`config.mk`:
```
export PLATFORM = sky130hd
export DESIGN_NAME = postfix_stack_evaluator_flat
export DESIGN_NICKNAME = d
export VERILOG_FILES = /design/src/design/pfx_pkg.sv /design/src/design/pfx_if.sv /design/src/design/pfx_ctrl.sv /design/src/design/pfx_dpath.sv /design/src/design/postfix_stack_evaluator.sv /design/src/flat_wrapper.sv
export SDC_FILE = /design/constraint.sdc
export NUM_CORES = 2
export LEC_CHECK = 0
export BUFFER_PORTS_ARGS = -buffer_cell sky130_fd_sc_hd__buf_2
export CORE_MARGIN = 10
export CORE_UTILIZATION = 40
export DETAILED_ROUTE_END_ITERATION = 16
export SETUP_SLACK_MARGIN = 0.3
export SLEW_MARGIN = 15
export SYNTH_ARGS = -nofsm -noshare
export SYNTH_HDL_FRONTEND = slang
export SYNTH_SLANG_ARGS = --single-unit
export TNS_END_PERCENT = 50
```
`constraint.sdc`:
```
create_clock -name clk -period 9.6 [get_ports clk]
set_input_delay 1.92 -clock clk [delete_from_list [all_inputs] [get_ports clk]]
set_output_delay 1.92 -clock clk [all_outputs]
set_load 0.01 [all_outputs]
```
`src/design/pfx_pkg.sv`:
```
// pfx_pkg: shared types and constants for the postfix stack evaluator
// operation and status codes, controller states, command and status structs
// no dependencies
package pfx_pkg;

    localparam int STACK_DEPTH   = 16;
    localparam int FRACTION_BITS = 16;
    localparam int WORD_W        = 32;
    localparam int OP_W          = 3;
    localparam int STATUS_W      = 3;
    localparam int DEPTH_W       = 5;
    localparam int SP_W          = $clog2(STACK_DEPTH + 1);
    localparam int IDX_W         = $clog2(STACK_DEPTH);
    localparam int CNT_W         = $clog2(WORD_W);

    typedef enum logic [OP_W-1:0] {
        OP_PUSH    = 3'd0,
        OP_ADD     = 3'd1,
        OP_SUB     = 3'd2,
        OP_MUL     = 3'd3,
        OP_DIV     = 3'd4,
        OP_FINISH  = 3'd5,
        OP_CLEAR   = 3'd6,
        OP_INVALID = 3'd7
    } op_t;

    typedef enum logic [STATUS_W-1:0] {
        STAT_OK      = 3'd0,
        STAT_EMPTY   = 3'd1,
        STAT_ONE     = 3'd2,
        STAT_DIVZERO = 3'd3,
        STAT_FULL    = 3'd4,
        STAT_UNKNOWN = 3'd5,
        STAT_ENDNUM  = 3'd6
    } status_t;

    typedef enum logic [2:0] {
        S_IDLE,
        S_DECODE,
        S_LOAD,
        S_MUL_SAT,
        S_DIV_RUN,
        S_DIV_SAT,
        S_COMMIT,
        S_RESULT
    } state_t;

    // controller to datapath
    typedef struct packed {
        logic    in_ready;
        logic    set_status;
        status_t status_code;
        logic    push;
        logic    clear;
        logic    exec;
        logic    mul_sat;
        logic    div_step;
        logic    div_sat;
        logic    commit;
        logic    load_out;
    } cmd_t;

    // datapath to controller
    typedef struct packed {
        op_t  op;
        logic sp_zero;
        logic sp_one;
        logic full;
        logic top_zero;
        logic last_num;
        logic div_done;
        logic out_free;
    } dp_status_t;

endpackage

```
`src/design/pfx_if.sv`:
```
// pfx_if: valid/ready channel interfaces for the postfix stack evaluator
// pfx_in_if carries one token, pfx_out_if one result beat
// depends on pfx_pkg
interface pfx_in_if;
    logic                                valid;
    logic                                ready;
    logic [pfx_pkg::OP_W-1:0]            operation;
    logic signed [pfx_pkg::WORD_W-1:0]   value;

    modport source (output valid, output operation, output value, input ready);
    modport sink   (input valid, input operation, input value, output ready);
endinterface

interface pfx_out_if;
    logic                                valid;
    logic                                ready;
    logic [pfx_pkg::STATUS_W-1:0]        status;
    logic signed [pfx_pkg::WORD_W-1:0]   top_value;
    logic [pfx_pkg::DEPTH_W-1:0]         stack_depth;

    modport source (output valid, output status, output top_value, output stack_depth,
                    input ready);
    modport sink   (input valid, input status, input top_value, input stack_depth,
                    output ready);
endinterface

```
`src/design/pfx_ctrl.sv`:
```
// pfx_ctrl: controller state machine of the postfix stack evaluator
// checks each token against the stack state and sequences the datapath
// depends on pfx_pkg
module pfx_ctrl (
    input  logic                clk,
    input  logic                rst_n,
    input  logic                in_valid,
    input  pfx_pkg::dp_status_t sts,
    output pfx_pkg::cmd_t       cmd
);

    pfx_pkg::state_t  state_reg;
    pfx_pkg::state_t  state_next;
    pfx_pkg::status_t dec_status;
    logic             dec_arith;
    logic             dec_push;
    logic             dec_clear;

    // token check against the current stack
    always_comb
    begin
        dec_status = pfx_pkg::STAT_OK;
        dec_arith  = 1'b0;
        dec_push   = 1'b0;
        dec_clear  = 1'b0;
        unique case (sts.op) inside
            pfx_pkg::OP_PUSH:
            begin
                if (sts.full)
                    dec_status = pfx_pkg::STAT_FULL;
                else
                    dec_push = 1'b1;
            end
            pfx_pkg::OP_ADD, pfx_pkg::OP_SUB, pfx_pkg::OP_MUL, pfx_pkg::OP_DIV:
            begin
                if (sts.sp_zero)
                    dec_status = pfx_pkg::STAT_EMPTY;
                else if (sts.sp_one)
                    dec_status = pfx_pkg::STAT_ONE;
                else if (sts.op == pfx_pkg::OP_DIV && sts.top_zero)
                    dec_status = pfx_pkg::STAT_DIVZERO;
                else
                    dec_arith = 1'b1;
            end
            pfx_pkg::OP_FINISH:
            begin
                if (sts.last_num)
                    dec_status = pfx_pkg::STAT_ENDNUM;
            end
            pfx_pkg::OP_CLEAR:
            begin
                dec_clear = 1'b1;
            end
            default:
            begin
                dec_status = pfx_pkg::STAT_UNKNOWN;
            end
        endcase
    end

    always_ff @(posedge clk or negedge rst_n)
    begin
        if (!rst_n)
            state_reg <= pfx_pkg::S_IDLE;
        else
            state_reg <= state_next;
    end

    always_comb
    begin
        state_next = state_reg;
        unique case (state_reg)
            pfx_pkg::S_IDLE:
            begin
                if (in_valid)
                    state_next = pfx_pkg::S_DECODE;
            end
            pfx_pkg::S_DECODE:
            begin
                state_next = dec_arith ? pfx_pkg::S_LOAD : pfx_pkg::S_RESULT;
            end
            pfx_pkg::S_LOAD:
            begin
                if (sts.op == pfx_pkg::OP_MUL)
                    state_next = pfx_pkg::S_MUL_SAT;
                else if (sts.op == pfx_pkg::OP_DIV)
                    state_next = pfx_pkg::S_DIV_RUN;
                else
                    state_next = pfx_pkg::S_COMMIT;
            end
            pfx_pkg::S_MUL_SAT:
            begin
                state_next = pfx_pkg::S_COMMIT;
            end
            pfx_pkg::S_DIV_RUN:
            begin
                if (sts.div_done)
                    state_next = pfx_pkg::S_DIV_SAT;
            end
            pfx_pkg::S_DIV_SAT:
            begin
                state_next = pfx_pkg::S_COMMIT;
            end
            pfx_pkg::S_COMMIT:
            begin
                state_next = pfx_pkg::S_RESULT;
            end
            pfx_pkg::S_RESULT:
            begin
                if (sts.out_free)
                    state_next = pfx_pkg::S_IDLE;
            end
            default:
            begin
                state_next = pfx_pkg::S_IDLE;
            end
        endcase
    end

    always_comb
    begin
        cmd = '0;
        cmd.status_code = dec_status;
        unique case (state_reg)
            pfx_pkg::S_IDLE:
            begin
                cmd.in_ready = 1'b1;
            end
            pfx_pkg::S_DECODE:
            begin
                cmd.set_status = 1'b1;
                cmd.push       = dec_push;
                cmd.clear      = dec_clear;
            end
            pfx_pkg::S_LOAD:
            begin
                cmd.exec = 1'b1;
            end
            pfx_pkg::S_MUL_SAT:
            begin
                cmd.mul_sat = 1'b1;
            end
            pfx_pkg::S_DIV_RUN:
            begin
                cmd.div_step = 1'b1;
            end
            pfx_pkg::S_DIV_SAT:
            begin
                cmd.div_sat = 1'b1;
            end
            pfx_pkg::S_COMMIT:
            begin
                cmd.commit = 1'b1;
            end
            pfx_pkg::S_RESULT:
            begin
                cmd.load_out = sts.out_free;
            end
            default:
            begin
                cmd.in_ready = 1'b0;
            end
        endcase
    end

endmodule

```
`src/design/pfx_dpath.sv`:
```
// pfx_dpath: datapath of the postfix stack evaluator
// operand stack memory with the top held in a register, add/sub, multiplier,
// radix-2 restoring divider, saturation and the output register; depends on pfx_pkg
module pfx_dpath (
    input  logic                                clk,
    input  logic                                rst_n,
    input  pfx_pkg::cmd_t                       cmd,
    output pfx_pkg::dp_status_t                 sts,
    input  logic                                in_valid,
    input  logic [pfx_pkg::OP_W-1:0]            in_operation,
    input  logic signed [pfx_pkg::WORD_W-1:0]   in_value,
    output logic                                out_valid,
    input  logic                                out_ready,
    output logic [pfx_pkg::STATUS_W-1:0]        out_status,
    output logic signed [pfx_pkg::WORD_W-1:0]   out_top_value,
    output logic [pfx_pkg::DEPTH_W-1:0]         out_stack_depth
);

    localparam int W  = pfx_pkg::WORD_W;
    localparam int PW = 2 * pfx_pkg::WORD_W;

    localparam logic signed [W-1:0] SAT_MAX = {1'b0, {(W-1){1'b1}}};
    localparam logic signed [W-1:0] SAT_MIN = {1'b1, {(W-1){1'b0}}};

    // entries below the top; the top itself lives in top_reg
    logic signed [W-1:0] stack_mem [pfx_pkg::STACK_DEPTH];

    pfx_pkg::op_t              op_reg;
    logic signed [W-1:0]       val_reg;
    logic signed [W-1:0]       top_reg;
    logic [pfx_pkg::SP_W-1:0]  sp_reg;
    logic                      last_num_reg;
    pfx_pkg::status_t          status_reg;
    logic signed [W-1:0]       second_reg;
    logic signed [PW-1:0]      prod_reg;
    logic signed [W-1:0]       res_reg;
    logic [W-1:0]              rem_reg;
    logic [W-1:0]              quo_reg;
    logic [pfx_pkg::CNT_W-1:0] cnt_reg;
    logic                      neg_reg;
    logic                      ovf_reg;
    logic                      out_valid_reg;
    pfx_pkg::status_t          out_status_reg;
    logic signed [W-1:0]       out_top_reg;
    logic [pfx_pkg::SP_W-1:0]  out_sp_reg;

    logic [pfx_pkg::IDX_W-1:0] wr_idx;
    logic [pfx_pkg::IDX_W-1:0] rd_idx;
    logic signed [W:0]         sum_ext;
    logic signed [W-1:0]       sum_sat;
    logic [W-1:0]              mag_a;
    logic [W-1:0]              mag_b;
    logic [PW-1:0]             dividend;
    logic signed [PW-1:0]      prod_shift;
    logic signed [W-1:0]       prod_sat;
    logic [W:0]                trial;
    logic [W:0]                trial_diff;
    logic                      q_bit;
    logic signed [W-1:0]       quo_sat;

    assign wr_idx = pfx_pkg::IDX_W'(sp_reg - pfx_pkg::SP_W'(1));
    assign rd_idx = pfx_pkg::IDX_W'(sp_reg - pfx_pkg::SP_W'(2));

    assign sts.op       = op_reg;
    assign sts.sp_zero  = (sp_reg == '0);
    assign sts.sp_one   = (sp_reg == pfx_pkg::SP_W'(1));
    assign sts.full     = (sp_reg == pfx_pkg::SP_W'(pfx_pkg::STACK_DEPTH));
    assign sts.top_zero = (top_reg == '0);
    assign sts.last_num = last_num_reg;
    assign sts.div_done = (cnt_reg == '1);
    assign sts.out_free = !out_valid_reg || out_ready;

    // add / subtract with saturation
    always_comb
    begin
        if (op_reg == pfx_pkg::OP_SUB)
            sum_ext = {second_reg[W-1], second_reg} - {top_reg[W-1], top_reg};
        else
            sum_ext = {second_reg[W-1], second_reg} + {top_reg[W-1], top_reg};
        if (sum_ext[W] != sum_ext[W-1])
            sum_sat = sum_ext[W] ? SAT_MIN : SAT_MAX;
        else
            sum_sat = sum_ext[W-1:0];
    end

    // product floor-shift and saturation
    always_comb
    begin
        prod_shift = prod_reg >>> pfx_pkg::FRACTION_BITS;
        if ((&prod_shift[PW-1:W-1]) || !(|prod_shift[PW-1:W-1]))
            prod_sat = prod_shift[W-1:0];
        else
            prod_sat = prod_shift[PW-1] ? SAT_MIN : SAT_MAX;
    end

    // divider operand setup: magnitudes and scaled dividend
    always_comb
    begin
        mag_a    = second_reg[W-1] ? (~second_reg + W'(1)) : second_reg;
        mag_b    = top_reg[W-1] ? (~top_reg + W'(1)) : top_reg;
        dividend = {{W{1'b0}}, mag_a} << pfx_pkg::FRACTION_BITS;
    end

    // one restoring step: remainder shifts in the next dividend bit
    always_comb
    begin
        trial      = {rem_reg, quo_reg[W-1]};
        trial_diff = trial - {1'b0, mag_b};
        q_bit      = (trial >= {1'b0, mag_b});
    end

    // signed quotient with saturation
    always_comb
    begin
        if (ovf_reg)
            quo_sat = neg_reg ? SAT_MIN : SAT_MAX;
        else if (neg_reg)
            quo_sat = (quo_reg > {1'b1, {(W-1){1'b0}}}) ? SAT_MIN : (~quo_reg + W'(1));
        else
            quo_sat = quo_reg[W-1] ? SAT_MAX : quo_reg;
    end

    always_ff @(posedge clk)
    begin
        if (cmd.push && sp_reg != '0)
            stack_mem[wr_idx] <= top_reg;
        second_reg <= stack_mem[rd_idx];
    end

    // control state
    always_ff @(posedge clk or negedge rst_n)
    begin
        if (!rst_n)
        begin
            sp_reg        <= '0;
            last_num_reg  <= 1'b0;
            out_valid_reg <= 1'b0;
        end
        else
        begin
            if (cmd.push)
            begin
                sp_reg       <= sp_reg + pfx_pkg::SP_W'(1);
                last_num_reg <= 1'b1;
            end
            else if (cmd.clear)
            begin
                sp_reg       <= '0;
                last_num_reg <= 1'b0;
            end
            else if (cmd.commit)
            begin
                sp_reg       <= sp_reg - pfx_pkg::SP_W'(1);
                last_num_reg <= 1'b0;
            end
            if (cmd.load_out)
                out_valid_reg <= 1'b1;
            else if (out_ready)
                out_valid_reg <= 1'b0;
        end
    end

    // payload registers
    always_ff @(posedge clk)
    begin
        if (in_valid && cmd.in_ready)
        begin
            op_reg  <= pfx_pkg::op_t'(in_operation);
            val_reg <= in_value;
        end
        if (cmd.set_status)
            status_reg <= cmd.status_code;
        if (cmd.push)
            top_reg <= val_reg;
        else if (cmd.commit)
            top_reg <= res_reg;
        if (cmd.exec)
        begin
            res_reg  <= sum_sat;
            prod_reg <= PW'(second_reg) * PW'(top_reg);
            rem_reg  <= dividend[PW-1:W];
            quo_reg  <= dividend[W-1:0];
            cnt_reg  <= '0;
            neg_reg  <= second_reg[W-1] ^ top_reg[W-1];
            ovf_reg  <= (dividend[PW-1:W] >= mag_b);
        end
        else if (cmd.mul_sat)
            res_reg <= prod_sat;
        else if (cmd.div_step)
        begin
            rem_reg <= q_bit ? trial_diff[W-1:0] : trial[W-1:0];
            quo_reg <= {quo_reg[W-2:0], q_bit};
            cnt_reg <= cnt_reg + pfx_pkg::CNT_W'(1);
        end
        else if (cmd.div_sat)
            res_reg <= quo_sat;
        if (cmd.load_out)
        begin
            out_status_reg <= status_reg;
            out_top_reg    <= (sp_reg != '0) ? top_reg : '0;
            out_sp_reg     <= sp_reg;
        end
    end

    assign out_valid       = out_valid_reg;
    assign out_status      = out_status_reg;
    assign out_top_value   = out_top_reg;
    assign out_stack_depth = pfx_pkg::DEPTH_W'(out_sp_reg);

endmodule

```
`src/design/postfix_stack_evaluator.sv`:
```
// postfix_stack_evaluator: top level of the reverse Polish evaluator
// joins pfx_ctrl and pfx_dpath to the item and result channels
// depends on pfx_pkg, pfx_if, pfx_ctrl, pfx_dpath
//
// usage:
//   item carries one pre-split token per beat (operation, value); result
//   returns exactly one beat per token: status, top of stack after the token
//   (zero when empty) and the stack depth.
//   the stack holds up to 16 signed Q16.16 entries; arithmetic pops two and
//   pushes the saturated result, errors leave the stack unchanged.
// sequencing (controller states from acceptance to the result load):
//   push, finish, clear and error tokens: decode, then result
//   add/subtract: decode, load, commit, result; multiply: mul_sat after load
//   divide: div_run (32-step one-bit-per-cycle divider), div_sat after load
//   one token is in flight at a time; item.ready rises the cycle after the
//   result is loaded, so a new token is taken only once the last one is done.
// reset empties the stack and drops any pending result beat.
// when result is stalled, the finished beat is held in the output register
// and the next token is still accepted; that token's result waits until the
// held beat is taken.
module postfix_stack_evaluator (
    input  logic      clk,
    input  logic      rst_n,
    pfx_in_if.sink    item,
    pfx_out_if.source result
);

    pfx_pkg::cmd_t       cmd;
    pfx_pkg::dp_status_t sts;

    assign item.ready = cmd.in_ready;

    pfx_ctrl u_ctrl (
        .clk      (clk),
        .rst_n    (rst_n),
        .in_valid (item.valid),
        .sts      (sts),
        .cmd      (cmd)
    );

    pfx_dpath u_dpath (
        .clk             (clk),
        .rst_n           (rst_n),
        .cmd             (cmd),
        .sts             (sts),
        .in_valid        (item.valid),
        .in_operation    (item.operation),
        .in_value        (item.value),
        .out_valid       (result.valid),
        .out_ready       (result.ready),
        .out_status      (result.status),
        .out_top_value   (result.top_value),
        .out_stack_depth (result.stack_depth)
    );

endmodule
```
`src/flat_wrapper.sv`:
```
// flat-port wrapper written by rule: the top's interface ports become plain ports
module postfix_stack_evaluator_flat 
  (clk, rst_n, item_valid, item_operation, item_value, item_ready, result_valid, result_status, result_top_value, result_stack_depth, result_ready);
  pfx_in_if item_i ();
  pfx_out_if result_i ();
  input  logic clk;
  input  logic rst_n;
  input wire logic [$bits(item_i.valid)-1:0] item_valid;
  input wire logic [$bits(item_i.operation)-1:0] item_operation;
  input wire logic [$bits(item_i.value)-1:0] item_value;
  output wire logic [$bits(item_i.ready)-1:0] item_ready;
  output wire logic [$bits(result_i.valid)-1:0] result_valid;
  output wire logic [$bits(result_i.status)-1:0] result_status;
  output wire logic [$bits(result_i.top_value)-1:0] result_top_value;
  output wire logic [$bits(result_i.stack_depth)-1:0] result_stack_depth;
  input wire logic [$bits(result_i.ready)-1:0] result_ready;
  assign item_i.valid = item_valid;
  assign item_i.operation = item_operation;
  assign item_i.value = item_value;
  assign item_ready = item_i.ready;
  assign result_valid = result_i.valid;
  assign result_status = result_i.status;
  assign result_top_value = result_i.top_value;
  assign result_stack_depth = result_i.stack_depth;
  assign result_i.ready = result_ready;
  postfix_stack_evaluator u_core (.clk(clk), .rst_n(rst_n), .item(item_i), .result(result_i));
endmodule
```
# Word level (Yosys, flattened, before mapping)
# Memory sizes are Yosys's and may differ from the RTL's. A register that Yosys moved wholly into a read port is not among the register bits.
# Index checks and enable logic that the tools add are counted.
[word_totals]
output_inout_bits = 42
elab_cells = 151
ramBits = 512
input_bits = 39
regBits = 287
n_memories = 1
[mem_list]
columns = ["memory", "words", "width", "rd", "rd_ports_with_merged_regs", "wr", "line_no", "source"]
rows = [
  ["u_core.u_dpath.stack_mem", 16, 32, 1, 1, 1, "pfx_dpath.sv:26", "logic signed [W-1:0] stack_mem [pfx_pkg::STACK_DEPTH];"],
]
[classes]
n_lt_le_gt_ge = 3
mux = 64
mul = 1
add_sub_neg = 10
n_eq_ne = 22
reduce_logical = 25
n_bitwise = 5
[ops]
columns = ["op", "count"]
rows = [
  ["2-to-1 mux 32 bit", 20],
  ["NOT 32 bit", 3],
  ["adder 32 x 2 -> 32 bit, second input constant", 2],
  ["multiplier 32 x 32 -> 64 bit", 1],
  ["2-to-1 mux 16 bit", 3],
  ["adder 32 x 32 -> 33 bit", 1],
  [">= comparator 33 x 32 -> 1 bit", 1],
  ["2-to-1 mux 33 bit", 1],
  ["subtractor 32 x 32 -> 33 bit", 1],
  ["adder 32 x 1 -> 32 bit, second input constant", 1],
  [">= comparator 16 x 32 -> 1 bit", 1],
  ["> comparator 32 bit, second input constant", 1],
  ["logical NOT 32 bit", 1],
  ["subtractor 32 bit", 1],
  ["2-to-1 mux 31 bit", 1],
  ["2-to-1 mux 3 bit", 8],
  ["2-to-1 mux 1 bit", 22],
  ["equality test 3 bit, second input constant", 7],
  ["one-hot mux 3 bit (7 select lines)", 1],
  ["AND reduction 17 bit", 1],
  ["OR reduction 17 bit", 1],
  ["2-to-1 mux 5 bit", 3],
  ["equality test 3 x 2 -> 1 bit, second input constant", 4],
  ["one-hot mux 3 bit (4 select lines)", 1],
  ["other kinds (25)", 43],
]

# Longest topological paths before layout
[logic_depth]
word_depth = 9
ltp_mapped = 31
depth_no_buf = 29

# Hierarchy
# Synthesis repeated with hierarchy kept, for this count alone.
[unflattened]
cells_unflattened = 6415
hier_area_um2 = 73167.7
[modules_own_cells]
columns = ["module", "area_per_inst_um2", "seq_area_each_um2", "cells_each", "n_inst"]
rows = [
  ["pfx_dpath", 72808.6, 23657.7, 6361, 1],
  ["pfx_ctrl", 359.1, 75.1, 54, 1],
]

# Worst setup path before layout
# OpenSTA, ideal clock, no wires.
[synth_timing]
kind = "reg-to-reg"
start = "register u_core.u_dpath.top_reg[2]"
end = "register u_core.u_dpath.prod_reg[62] (data pin)"
t_arrival_ns = 8.208
period_less_slack_ns = 8.470
path_buffers = 2
setup_ns = 0.262
path_stages_with_launch = 29
t_required_ns = 9.338
path_slack_ns = 1.130
cell_sequence = "edfxtp_1 -> clkbuf_1 -> buf_1 -> nand2_1 -> inv_1 -> fa_1 -> fa_1 -> fa_1 -> fa_1 -> inv_1 -> fa_1 -> inv_1 -> fa_1 -> inv_1 -> fa_1 -> inv_1 -> fa_1 -> ha_1 -> a21o_1 -> a21oi_1 -> o21bai_1 -> a21oi_1 -> nor2b_1 -> o21ai_0 -> nand2b_1 -> a22o_1 -> a211oi_1 -> o21bai_1 -> xor2_1"
[synth_via]
elab_chain_cells = 1
[synth_rtl]
columns = ["item", "line_no", "source"]
rows = [
  ["start: declaration", "pfx_dpath.sv:30", "logic signed [W-1:0] top_reg;"],
  ["start signal: assignment", "pfx_dpath.sv:174", "top_reg <= val_reg;"],
  ["start signal: assignment", "pfx_dpath.sv:176", "top_reg <= res_reg;"],
  ["multiplier 32 x 32 -> 64 bit", "pfx_dpath.sv:180", "prod_reg <= PW'(second_reg) * PW'(top_reg);"],
  ["end signal: assignment", "pfx_dpath.sv:180", ""],
  ["end: declaration", "pfx_dpath.sv:35", "logic signed [PW-1:0] prod_reg;"],
]
# Every way passes these cells.
# A chain may end at the register's enable or synchronous reset.

# Final worst setup path
[layout_timing]
start = "register u_core.u_dpath.top_reg[13]"
end = "register u_core.u_dpath.prod_reg[53] (data pin)"
# The elaborated chain is that of the path after synthesis.

==> results.sh <==
export IMPL_clock_latency_at_the_later_pin_of_the_worst_skew_pair_ns=0.75
export IMPL_timing_final_setup_violations=0
export IMPL_critical_path_arrival_ns=9.48
export IMPL_grt_max_degree=63
export IMPL_floorplan_initialDensity=0.402
export IMPL_global_route_overflow_total=0
export IMPL_drv_cap=0
export IMPL_fillerInstances=16600
export IMPL_n_antenna_cell=0
export IMPL_end_kind="flip-flop"
export IMPL_synthesized_netlist_cell_count=6374
export IMPL_ioPinCount=81
export IMPL_cts_path_max_buffers=3
export IMPL_finClkSkew_ns=0.0709
export IMPL_post_drt_wl_per_cell_um=23.6
export IMPL_routed_wirelength_um=208000
export IMPL_post_route_cells_drive_above_1_share=0.103
export IMPL_place_detailed_hpwl_um=151000
export IMPL_fin_util=0.440
export IMPL_grtUsageTotal=0.210
export IMPL_placementRows=156
export IMPL_slew_limit_headroom=0.204
export IMPL_grt_setup_unrepaired="yes"
export IMPL_synth_fp_nets=7772
export IMPL_run_status="finished clean"
export IMPL_clkSlewWorstSetupHoldPaths_ns=0.06
export IMPL_area_growth_pct=9.44
export IMPL_final_period_minus_worst_setup_slack_ns=9.05
export IMPL_synthFlopType="edfxtp_1"
export IMPL_vias_per_cell=5.38
export IMPL_coreArea_um2=181000
export IMPL_crit_path_start_kind="flip-flop"
export IMPL_clock_tree_root_cell="clkbuf_16"
export IMPL_finalNetCount=7783
export IMPL_post_place_cells=8649
export IMPL_max_slew_worst_pin_slew_ns=1.19
export IMPL_fin_cells=8826
export IMPL_largest_register_ffs=512
export IMPL_worstPathRequired_ns=10.03
export IMPL_ys_warn_count=0
export IMPL_number_of_antenna_violations_at_the_first_check_in_global_routing=10
export IMPL_maximum_achievable_frequency_mhz=110
export IMPL_drt_pass1_iterations=6
export IMPL_dieArea_um2=199000
export IMPL_synth_enable_flop_cells=736
export IMPL_slew_violations=0
export IMPL_hold_fix_buffers_at_cts=0
export IMPL_initialDrtViolationCount=4292
export IMPL_min_period_over_period=0.943
export IMPL_die_w_um=446
export IMPL_htree_num_levels=3
export IMPL_yosys_cell_types_count=86
export IMPL_cts_sink_count=815
export IMPL_worst_path_max_fanout=27
export IMPL_async_reset_ff_frac=0.0123
export IMPL_hold_path_class="flip-flop to flip-flop"
export IMPL_gp_congestion=0.920
export IMPL_die_height_um=446
export IMPL_grt_pass1_vias=50300
export IMPL_grt_first_pass_wirelength_um=318000
export IMPL_yosys_register_bits=815
export IMPL_drc=0
export IMPL_avgSynthCellArea_um2=11.4
export IMPL_tns_ns=0
export IMPL_hold_violations=0
export IMPL_route_antenna_remaining_nets=0
export IMPL_tritoncts="done"
export IMPL_via_count=47500
export IMPL_synth_sequential_area_ratio=0.327
export IMPL_placement_io_buffers=80
export IMPL_crit_type="flip-flop to flip-flop"
export IMPL_cts_buffers=88
export IMPL_netlist_area_pre_place_um2=72600
[final cells by class]
type / count / area [um2] / share of cell area
repair buffers: 287 / 2090 / 0.0263
clock inverters: 52 / 623 / 0.00784
inverters: 1055 / 3960 / 0.0499
multi-input cells: 4138 / 43700 / 0.550
clock buffers: 109 / 2360 / 0.0297
well taps: 2370 / 2970 / 0.0373
flip-flops and latches: 815 / 23800 / 0.299
[logic make-up after synthesis]
kind of cell / share of synthesized area
xor gates and xnor gates: 0.0253
and+or+nand+nor: 0.118
AOI/OAI and AO/OA: 0.0579
muxes: 0.0520
DFF: 0.327
adders and majority gates: 0.346
buffers and inverters: 0.0740
[synth_stat cells (6+ instances only)]
master / n / area share
a211oi_1: 24 / 0.0025
a21boi_0: 6 / 0.00062
a21o_1: 85 / 0.0088
a21oi_1: 210 / 0.014
a22o_1: 6 / 0.00072
a31oi_1: 25 / 0.0022
and2_1: 513 / 0.044
and3_1: 20 / 0.0017
buf_1: 48 / 0.0025
buf_2: 7 / 0.00048
clkbuf_1: 307 / 0.016
dfrtp_1: 10 / 0.0034
dfxtp_1: 69 / 0.019
edfxtp_1: 736 / 0.30
fa_1: 1083 / 0.30
ha_1: 276 / 0.048
inv_1: 1050 / 0.054
mux2i_1: 17 / 0.0023
mux4_2: 160 / 0.050
nand2_1: 770 / 0.040
nand2b_1: 32 / 0.0028
nand3_1: 30 / 0.0021
nand4_1: 22 / 0.0019
nor2_1: 155 / 0.0080
nor2b_1: 48 / 0.0041
nor3_1: 52 / 0.0036
nor4_1: 18 / 0.0016
o211ai_1: 6 / 0.00062
o21a_1: 16 / 0.0017
o21ai_0: 115 / 0.0079
o21ai_1: 19 / 0.0013
o21bai_1: 22 / 0.0023
o22ai_1: 12 / 0.0010
o31ai_1: 32 / 0.0033
o32ai_2: 9 / 0.0020
o41ai_1: 8 / 0.00097
or2_2: 11 / 0.00095
or3_1: 37 / 0.0032
xnor2_1: 88 / 0.011
xor2_1: 122 / 0.015
[through the flow]
| step | hold WS [ns] | worst slack [ns] | cell area (um2) |
|---|---|---|---|
| 2_1_floorplan | 0.400 | 1.13 | 72600 |
| 3_3_place_gp | 0.404 | 0.351 | 76200 |
| 3_5_place_dp | 0.408 | 0.293 | 76300 |
| 4_1_cts | 0.429 | 0.306 | 79300 |
| 5_1_grt | 0.444 | 0.297 | 79500 |
| 6_report | 0.427 | 0.548 | 79500 |
[placed cells by master, fill, tap and decap left out, types with 16 or more instances in the layout]
| cell type | synthesis | routed |
|---|---|---|
| nor2_4 | 0 | 16 |
| o21ai_1 | 19 | 19 |
| clkbuf_16 | 0 | 89 |
| mux2i_1 | 17 | 17 |
| nand2b_1 | 32 | 32 |
| buf_2 | 7 | 80 |
| ha_1 | 276 | 275 |
| dfxtp_1 | 69 | 58 |
| a211oi_1 | 24 | 24 |
| nor4_1 | 18 | 18 |
| a21o_1 | 85 | 85 |
| o21a_1 | 16 | 16 |
| xor2_1 | 122 | 121 |
| nor3_1 | 52 | 51 |
| buf_4 | 0 | 193 |
| and3_1 | 20 | 20 |
| edfxtp_1 | 736 | 736 |
| inv_1 | 1050 | 1049 |
| a21oi_1 | 210 | 208 |
| nand3_1 | 30 | 30 |
| nand4_1 | 22 | 22 |
| o31ai_1 | 32 | 32 |
| and2_1 | 513 | 513 |
| xnor2_1 | 88 | 88 |
| nor2_1 | 155 | 139 |
| fa_1 | 1083 | 1083 |
| a31oi_1 | 25 | 25 |
| mux4_2 | 160 | 160 |
| nor2b_1 | 48 | 47 |
| o21ai_0 | 115 | 113 |
| o21bai_1 | 22 | 21 |
| nand2_1 | 770 | 770 |
| or3_1 | 37 | 37 |
[path summary, 6_finish.rpt]
path	slack, ns	depth (start not counted)	from	to
max	0.55	26	u_core.u_dpath.top_reg[13]	u_core.u_dpath.prod_reg[53]
min	0.43	0	u_core.u_dpath.status_reg[1]	u_core.u_dpath.out_status[1]
max reg2reg	0.55	26	u_core.u_dpath.top_reg[13]	u_core.u_dpath.prod_reg[53]
min reg2reg	0.43	0	u_core.u_dpath.status_reg[1]	u_core.u_dpath.out_status[1]
max in group asynchronous	8.29	1	rst_n	u_core.u_dpath.sp_reg[0]
min in group asynchronous	1.05	1	rst_n	u_core.u_dpath.sp_reg[4]
[worst max-delay path, cell delays in order (launching register included)]
cell,delay [ns]
edfxtp_1,0.83
buf_4,0.42
and2_1,0.20
fa_1,0.45
fa_1,0.40
fa_1,0.50
inv_1,0.06
fa_1,0.47
inv_1,0.05
fa_1,0.51
inv_1,0.06
fa_1,0.52
inv_1,0.05
fa_1,0.49
fa_1,0.42
ha_1,0.37
a21oi_1,0.16
o21ai_0,0.28
a221oi_1,0.38
a21oi_1,0.15
nor3_2,0.54
a21oi_1,0.25
a21o_1,0.31
a21oi_1,0.35
o21ai_0,0.20
a21oi_1,0.21
xnor2_1,0.08
[repair_timing]
| action | 4_1_cts | 5_1_grt |
|---|---|---|
| setup endpoints to repair | 4 | 19 |
| resized for setup | 0 | 3 |
| pin swaps | 0 | 0 |
| setup buffers | 4 | 12 |
[routing by layer]
metal | GRT usage | share of wire | vias to the layer above
met2 | 0.354 | 0.49 | 1642
li1 | - | - | 20600
met1 | 0.280 | 0.40 | 25000
met5 | 0 | 0.00018 | -
met4 | 0.0674 | 0.036 | 6
met3 | 0.0321 | 0.071 | 336
Power is not shown: default switching activity piles up to over one toggle a cycle in this logic, so the estimate is an artifact.
